<file path="src/sv/bfhc_pkg.sv">
// Shared types and constants for the bit-flip hill climbing step core.
package bfhc_pkg;

  localparam int MAX_DIMS_DEFAULT = 16;

  localparam int DIM_W    = 4;
  localparam int BIT_W    = 4;
  localparam int CODE_W   = 16;
  localparam int SUM_W    = 36;
  localparam int SQ_W     = 32;
  localparam int CREDIT_W = 16;
  localparam int DIMS_W   = 5;

  localparam int IN_DATA_W  = 8;
  localparam int OUT_DATA_W = 72;

  localparam logic [CODE_W-1:0]   CODE_MAX     = 16'hFFFF;
  // (2*65535 - 65535)^2, the squared offset of a code at its top value
  localparam logic [SQ_W-1:0]     SQ_MAX       = 32'd4294836225;
  localparam logic [DIMS_W-1:0]   RESET_DIMS   = 5'd2;
  localparam logic [CREDIT_W-1:0] RESET_BUDGET = 16'd10000;

  typedef enum logic [0:0] {
    REG_DIMS_IN_USE = 1'b0,
    REG_EVAL_BUDGET = 1'b1
  } cfg_reg_e;

  typedef struct packed {
    logic                en;
    cfg_reg_e            index;
    logic [CREDIT_W-1:0] data;
  } cfg_wr_t;

  typedef struct packed {
    logic              spend;
    logic              store;
    logic [DIM_W-1:0]  dim;
    logic [CODE_W-1:0] code;
    logic [SUM_W-1:0]  sum;
  } upd_t;

  typedef struct packed {
    logic              improve;
    logic [CODE_W-1:0] new_code;
    logic [SUM_W-1:0]  new_sum;
  } score_t;

endpackage

</file>
<file path="src/sv/bfhc_score.sv">
// Neighbor scoring: flip one bit, square both offsets, compare and form the new sum.
module bfhc_score (
  input  logic [bfhc_pkg::CODE_W-1:0] old_code,
  input  logic [bfhc_pkg::BIT_W-1:0]  flip_bit,
  input  logic [bfhc_pkg::SUM_W-1:0]  cur_sum,
  output bfhc_pkg::score_t            score
);
  import bfhc_pkg::*;

  logic [CODE_W-1:0] new_code;
  logic [CODE_W-1:0] abs_old;
  logic [CODE_W-1:0] abs_new;
  logic [SQ_W-1:0]   sq_old;
  logic [SQ_W-1:0]   sq_new;

  // |2c - 65535|: odd offset whose magnitude comes straight from the low bits
  function automatic logic [CODE_W-1:0] abs_offset(input logic [CODE_W-1:0] c);
    return c[CODE_W-1] ? {c[CODE_W-2:0], 1'b1} : ~{c[CODE_W-2:0], 1'b0};
  endfunction

  always_comb begin
    new_code = old_code ^ (CODE_W'(1) << flip_bit);
    abs_old  = abs_offset(old_code);
    abs_new  = abs_offset(new_code);
    sq_old   = abs_old * abs_old;
    sq_new   = abs_new * abs_new;
    score.improve  = abs_new < abs_old;
    score.new_code = new_code;
    score.new_sum  = cur_sum - SUM_W'(sq_old) + SUM_W'(sq_new);
  end

endmodule

</file>
<file path="src/sv/bfhc_state.sv">
// Search state: config registers, point codes, running sum and credit counter.
module bfhc_state #(
  parameter int MAX_DIMS = bfhc_pkg::MAX_DIMS_DEFAULT
) (
  input  logic                          clk,
  input  logic                          rst,
  input  bfhc_pkg::cfg_wr_t             cfg_wr,
  input  bfhc_pkg::upd_t                upd,
  input  logic [bfhc_pkg::DIM_W-1:0]    rd_dim,
  output logic [bfhc_pkg::CODE_W-1:0]   rd_code,
  output logic [bfhc_pkg::DIMS_W-1:0]   active,
  output logic [bfhc_pkg::SUM_W-1:0]    cur_sum,
  output logic [bfhc_pkg::CREDIT_W-1:0] credits
);
  import bfhc_pkg::*;

  // Only dims below 2**DIM_W are reachable, so storage stops there.
  localparam int STORE_DEPTH = (MAX_DIMS < (1 << DIM_W)) ? MAX_DIMS : (1 << DIM_W);
  localparam int IDX_W       = (STORE_DEPTH > 1) ? $clog2(STORE_DEPTH) : 1;
  localparam int DIMS_CAP    = (MAX_DIMS < (1 << DIMS_W) - 1) ? MAX_DIMS
                                                              : (1 << DIMS_W) - 1;

  logic [DIMS_W-1:0]   dims_in_use;
  logic [CREDIT_W-1:0] eval_budget;
  logic [CODE_W-1:0]   codes [STORE_DEPTH];

  logic [DIMS_W-1:0]   dims_next;
  logic [CREDIT_W-1:0] budget_next;
  logic [DIMS_W-1:0]   active_next;
  logic [SUM_W-1:0]    restart_sum;
  logic [CREDIT_W-1:0] restart_credits;

  function automatic logic [DIMS_W-1:0] cap_dims(input logic [DIMS_W-1:0] d);
    return (d > DIMS_W'(DIMS_CAP)) ? DIMS_W'(DIMS_CAP) : d;
  endfunction

  always_comb begin
    dims_next   = dims_in_use;
    budget_next = eval_budget;
    if (cfg_wr.index == REG_DIMS_IN_USE) begin
      dims_next = cfg_wr.data[DIMS_W-1:0];
    end else begin
      budget_next = cfg_wr.data;
    end
    active_next     = cap_dims(dims_next);
    restart_sum     = SUM_W'(active_next) * SUM_W'(SQ_MAX);
    restart_credits = (budget_next == '0) ? '0 : budget_next - CREDIT_W'(1);
  end

  assign active  = cap_dims(dims_in_use);
  assign rd_code = ({1'b0, rd_dim} < (DIM_W + 1)'(STORE_DEPTH)) ? codes[rd_dim[IDX_W-1:0]]
                                                                : '0;

  always_ff @(posedge clk) begin
    if (rst) begin
      dims_in_use <= RESET_DIMS;
      eval_budget <= RESET_BUDGET;
      cur_sum     <= SUM_W'(cap_dims(RESET_DIMS)) * SUM_W'(SQ_MAX);
      credits     <= RESET_BUDGET - CREDIT_W'(1);
      for (int i = 0; i < STORE_DEPTH; i++) codes[i] <= CODE_MAX;
    end else if (cfg_wr.en) begin
      dims_in_use <= dims_next;
      eval_budget <= budget_next;
      cur_sum     <= restart_sum;
      credits     <= restart_credits;
      for (int i = 0; i < STORE_DEPTH; i++) codes[i] <= CODE_MAX;
    end else begin
      if (upd.spend) credits <= credits - CREDIT_W'(1);
      if (upd.store) begin
        cur_sum <= upd.sum;
        codes[upd.dim[IDX_W-1:0]] <= upd.code;
      end
    end
  end

endmodule

</file>
<file path="src/sv/bit_flip_hill_climb_step_core.sv">
// Pipeline: input register, then result register.
// Throughput: one item per cycle while m_axis_tready does not hold the result register; the
// scoring of an item is a single pass of one 16x16 squaring pair, a compare and a 36-bit add.
// Reset: synchronous rst sets dims_in_use=2, eval_budget=10000, all codes to 65535,
// the sum to 2*65535^2 and 9999 credits; a config write restarts the search likewise.
// Both ready outputs stay low while rst is high.
module bit_flip_hill_climb_step_core #(
  parameter int MAX_DIMS = bfhc_pkg::MAX_DIMS_DEFAULT
) (
  input  logic                            clk,
  input  logic                            rst,
  // Input stream
  input  logic                            s_axis_tvalid,
  output logic                            s_axis_tready,
  // [3:0] flip_dim, [7:4] flip_bit
  input  logic [bfhc_pkg::IN_DATA_W-1:0]  s_axis_tdata,
  // Result stream
  output logic                            m_axis_tvalid,
  input  logic                            m_axis_tready,
  // [0] accepted, [36:1] best_sum, [52:37] new_code, [68:53] credits_left,
  // [69] budget_done, [70] bad_dim, [71] zero
  output logic [bfhc_pkg::OUT_DATA_W-1:0] m_axis_tdata,
  // Config write channel
  input  logic                            cfg_valid,
  output logic                            cfg_ready,
  input  logic                            cfg_index,
  input  logic [bfhc_pkg::CREDIT_W-1:0]   cfg_data
);
  import bfhc_pkg::*;

  // Input register stage
  logic              in_vld;
  logic [DIM_W-1:0]  in_dim;
  logic [BIT_W-1:0]  in_bit;

  // Result register
  logic                out_vld;
  logic                out_accepted;
  logic [SUM_W-1:0]    out_sum;
  logic [CODE_W-1:0]   out_code;
  logic [CREDIT_W-1:0] out_credits;
  logic                out_done;
  logic                out_bad;

  logic                advance;
  logic                fire;

  cfg_wr_t             cfg_wr;
  upd_t                upd;
  score_t              score;

  logic [CODE_W-1:0]   stored_code;
  logic [DIMS_W-1:0]   active;
  logic [SUM_W-1:0]    cur_sum;
  logic [CREDIT_W-1:0] credits;

  logic                bad;
  logic                work;
  logic                take;
  logic [CREDIT_W-1:0] credits_after;

  // The result register frees when empty or when its transaction goes out.
  assign advance       = !out_vld || m_axis_tready;
  assign fire          = in_vld && advance;
  assign s_axis_tready = !rst && (!in_vld || advance);
  assign cfg_ready     = !rst;

  assign cfg_wr.en    = cfg_valid && cfg_ready;
  assign cfg_wr.index = cfg_reg_e'(cfg_index);
  assign cfg_wr.data  = cfg_data;

  bfhc_state #(
    .MAX_DIMS(MAX_DIMS)
  ) u_state (
    .clk     (clk),
    .rst     (rst),
    .cfg_wr  (cfg_wr),
    .upd     (upd),
    .rd_dim  (in_dim),
    .rd_code (stored_code),
    .active  (active),
    .cur_sum (cur_sum),
    .credits (credits)
  );

  bfhc_score u_score (
    .old_code (stored_code),
    .flip_bit (in_bit),
    .cur_sum  (cur_sum),
    .score    (score)
  );

  // A bad dim or an empty budget leaves everything untouched; otherwise spend
  // a credit and keep the neighbor only on strict improvement.
  always_comb begin
    bad           = {1'b0, in_dim} >= active;
    work          = !bad && (credits != '0);
    take          = work && score.improve;
    credits_after = work ? credits - CREDIT_W'(1) : credits;

    upd.spend = fire && work;
    upd.store = fire && take;
    upd.dim   = in_dim;
    upd.code  = score.new_code;
    upd.sum   = score.new_sum;
  end

  always_ff @(posedge clk) begin
    if (rst) begin
      in_vld  <= 1'b0;
      out_vld <= 1'b0;
    end else begin
      if (s_axis_tready) in_vld <= s_axis_tvalid;
      if (advance)       out_vld <= in_vld;
    end
  end

  // Payload registers: capture the input transaction, and the result on fire.
  always_ff @(posedge clk) begin
    if (s_axis_tready && s_axis_tvalid) begin
      in_dim <= s_axis_tdata[DIM_W-1:0];
      in_bit <= s_axis_tdata[DIM_W+BIT_W-1:DIM_W];
    end
    if (fire) begin
      out_accepted <= take;
      out_sum      <= take ? score.new_sum : cur_sum;
      out_code     <= take ? score.new_code : stored_code;
      out_credits  <= credits_after;
      out_done     <= credits_after == '0;
      out_bad      <= bad;
    end
  end

  assign m_axis_tvalid = out_vld;
  assign m_axis_tdata  = {1'b0, out_bad, out_done, out_credits, out_code, out_sum,
                          out_accepted};

endmodule
</file>
<file path="config.mk">
export PLATFORM = sky130hd
export DESIGN_NAME = bit_flip_hill_climb_step_core
export DESIGN_NICKNAME = d
export VERILOG_FILES = /design/src/sv/bfhc_pkg.sv /design/src/sv/bfhc_score.sv /design/src/sv/bfhc_state.sv /design/src/sv/bit_flip_hill_climb_step_core.sv
export SDC_FILE = /design/constraint.sdc
export NUM_CORES = 2
export LEC_CHECK = 0
export BUFFER_PORTS_ARGS = -buffer_cell sky130_fd_sc_hd__buf_2
export CAP_MARGIN = 10
export CORE_MARGIN = 4
export CORE_UTILIZATION = 45
export CTS_CLUSTER_DIAMETER = 30
export CTS_CLUSTER_SIZE = 20
export DETAILED_ROUTE_END_ITERATION = 8
export PLACE_DENSITY = 0.65
export SYNTH_ARGS = -nofsm -noshare
export SYNTH_HDL_FRONTEND = slang
export SYNTH_SLANG_ARGS = --single-unit
</file>
<file path="constraint.sdc">
create_clock -name clk -period 9.9 [get_ports clk]
set_input_delay 0.99 -clock clk [delete_from_list [all_inputs] [get_ports clk]]
set_output_delay 0.99 -clock clk [all_outputs]
set_load 0.05 [all_outputs]
</file>
==> impl_metrics.json <==
{
  "maxSlewHeadroom_pct": 26.26,
  "clock_sinks": 414,
  "critPathCaptureType": "flop",
  "synth.area.top_cells": "edfxtp_1 (28%), fa_1 (24%), ha_1 (8.3%), inv_1 (6.7%), nand2_1 (5.2%)",
  "dp_cells": 4588,
  "coreArea_um2": 78740,
  "viasPerCell": 5.250,
  "gp_congestion": 0.9387,
  "drtAntennaViolNets": 0,
  "finalNonFillerCells": 4795,
  "fp.dieW_um": 289.6,
  "finClkSkew_ns": 0.07004,
  "synth_top_area_share_pct": 28.19,
  "fin_nets": 4369,
  "crit_arrival_ns": 9.96,
  "synth_top_area_cell": "edfxtp_1",
  "synth_edf_count": 335,
  "synth_area_um2": 35680,
  "synth_cell_type_count": 76,
  "critPathMostFrequentCell": "fa_1",
  "dominantRegCellSynth": "edfxtp_1",
  "clk_path_buf_depth": 3,
  "io-pin-count": 105,
  "syn_inst": 3324,
  "critPathSlowestCell": "fa_2",
  "final_util_pct": 54.79,
  "ys_seq_area_share_pct": 32.62,
  "die_h_um": 289.6,
  "worst-setup-path-type": "flop to flop",
  "post_drt_wl_per_cell_um": 20.61,
  "die-area_um2": 83870,
  "fillers": 6734,
  "maxCapViolations": 0,
  "htreeDepth": 3,
  "root_buffer": "clkbuf_16",
  "fmax_ghz": 0.1039,
  "antenna_found_initial": 1,
  "worst_pin_slew_ns": 1.102,
  "finalMaxSlewViolations": 0,
  "period_share_pct": 97.22,
  "avgSynthCellArea_um2": 10.74,
  "drt-pass1-iter-count": 5,
  "wirelength_um": 98830,
  "initial_core_util_pct": 45.32,
  "ys_ff_latch": 414,
  "overflow": 0,
  "rows": 103,
  "status": "finished clean",
  "grt_pass1_vias": 26180,
  "hold_ws_ns": 0.4647,
  "grt_usage_pct": 23.95,
  "crit_path_max_fanout": 13,
  "slowest_delay_ns": 0.59,
  "drt_iter0_drc": 2000,
  "rrSetupSlack_ns": 0.28,
  "hold_viol_final": 0,
  "layout_min_cycle_time_ns": 9.624,
  "vias": 25180,
  "grt_pass1_wl_um": 152200,
  "grt_max_degree": 57,
  "dp_hpwl_um": 76390,
  "clock_latency_ns": 0.65,
  "drive_gt1_share_pct": 20.33,
  "clk_pin_slew_ns": 0.04,
  "yosysWarningCount": 0,
  "ys_async_sr_fraction_pct": 0,
  "hp-class": "flop to flop",
  "required_ns": 10.24,
  "area_growth_pct": 20.90,
  "finalSetupViolations": 0,
  "cts_tree": "built",
  "syn_nets": 4026,
  "drcViolationCount": 0,
  "cts-buffers-inserted": 90,
  "io_buffers": 103,
  "start_kind": "flop"
}
[metal layers]
layer / vias to the layer above / share of wire, % / GRT usage (%) / routed length, µm
li1: 11430 / - / - / -
met1: 12690 / 39 / 30.33 / 38340
met2: 887 / 51 / 42.00 / 50560
met3: 170 / 6.3 / 3.678 / 6234
met4: 0 / 3.7 / 8.405 / 3694
met5: - / 0 / 0 / 0
[sequential cells by signal, indices dropped and copies added (netlist names), named ones only]
| register | cells |
|---|---|
| in_bit | 4 |
| in_dim | 4 |
| in_vld | 1 |
| m_axis_tvalid | 1 |
| out_accepted | 1 |
| out_bad | 1 |
| out_code | 16 |
| out_credits | 16 |
| out_done | 1 |
| out_sum | 36 |
| u_state.codes | 256 |
| u_state.credits | 16 |
| u_state.cur_sum | 36 |
| u_state.dims_in_use | 5 |
| u_state.eval_budget | 16 |
[path summary, 6_finish.rpt]
check                                            from                                  end  cells after the start
setup / recovery                                 flop                out_sum[29]$_DFFE_PP_                     34
hold reg to reg   u_state.eval_budget[6]$_SDFFE_PP0P_  u_state.eval_budget[6]$_SDFFE_PP0P_                      2
setup reg to reg                                 flop                out_sum[29]$_DFFE_PP_                     34
hold / removal    u_state.eval_budget[6]$_SDFFE_PP0P_  u_state.eval_budget[6]$_SDFFE_PP0P_                      2
[through the flow]
stage | TNS [ns] | setup slack, ns | instance area (µm²)
after floorplan | 0 | 0.006525 | 35760
after global placement | -0.08291 | -0.04998 | 38960
after detailed placement | -0.3933 | -0.1203 | 38960
after CTS | 0 | 0.06196 | 42500
after global routing | -0.1377 | -0.05890 | 43140
final | 0 | 0.2756 | 43140
[layout by cell type, fill, tap and decap left out, types with 9 or more instances in the layout]
master	instances
nand2b_1	28
or3_1	14
clkinv_1	15
nor2_2	11
xnor2_1	55
or2_2	25
xor2_1	61
ha_1	235
a21o_1	37
mux2i_1	31
clkbuf_16	92
inv_2	9
buf_2	103
bufinv_16	18
buf_4	246
o21ai_0	61
xnor2_4	15
nor3_1	35
fa_1	432
o21a_1	11
mux4_2	80
a21oi_1	79
dfxtp_1	77
nand3_1	14
o211ai_1	10
buf_6	15
o32ai_1	11
nor2_1	188
mux2_2	26
o21ai_1	10
inv_1	633
xnor2_2	16
nand2_1	494
clkinv_2	23
edfxtp_1	335
[Yosys cell counts (17+ instances only)]
cell type,number
edfxtp_1,335
a21oi_1,82
clkinv_1,17
clkbuf_1,88
or2_2,25
nor2_1,201
nor3_1,35
a21o_1,37
ha_1,236
o21ai_0,71
nand2b_1,28
buf_2,23
mux2_2,26
mux4_2,80
xnor2_1,86
xor2_1,62
inv_1,637
mux2i_1,31
nand2_1,494
fa_1,436
dfxtp_1,79
[worst max-delay path: cells and delay by family (launching register included)]
family	cells	cell delay (ns)
AOI/OAI and AO/OA	7	1.24
xor gates and xnor gates	1	0.14
adders and majority gates	9	4.29
buffers and inverters	11	1.40
DFF	1	0.38
muxes	3	1.39
and+or+nand+nor	3	0.49
[cell type report]
class	instances	area, µm²	area share (%)
Sequential cell	414	11650	26.99
Clock buffer	97	2278	5.281
Tap cell	1050	1314	3.045
Antenna cell	1	2.502	0.005800
Timing Repair Buffer	378	2821	6.540
Clock inverter	72	1010	2.340
Multi-Input combinational cell	2128	21590	50.05
Inverter	655	2479	5.745
[kinds of logic after synthesis]
group | share of synthesized area [%]
fa+ha+maj | 32.73
simple gates | 10.48
mux | 6.739
other cells | 0.01051
buf+inv | 8.391
compound gates | 5.389
flops | 32.62
xor+xnor | 3.633
[timing repair]
action	in CTS	in global routing
setup buffers	4	30
gates cloned	1	2
pin swaps	1	21
gates resized for setup	35	76
hold buffers	0	0
setup endpoints to repair	10	15
Power is not shown: default switching activity piles up to over one toggle a cycle in this logic, so the estimate is an artifact.
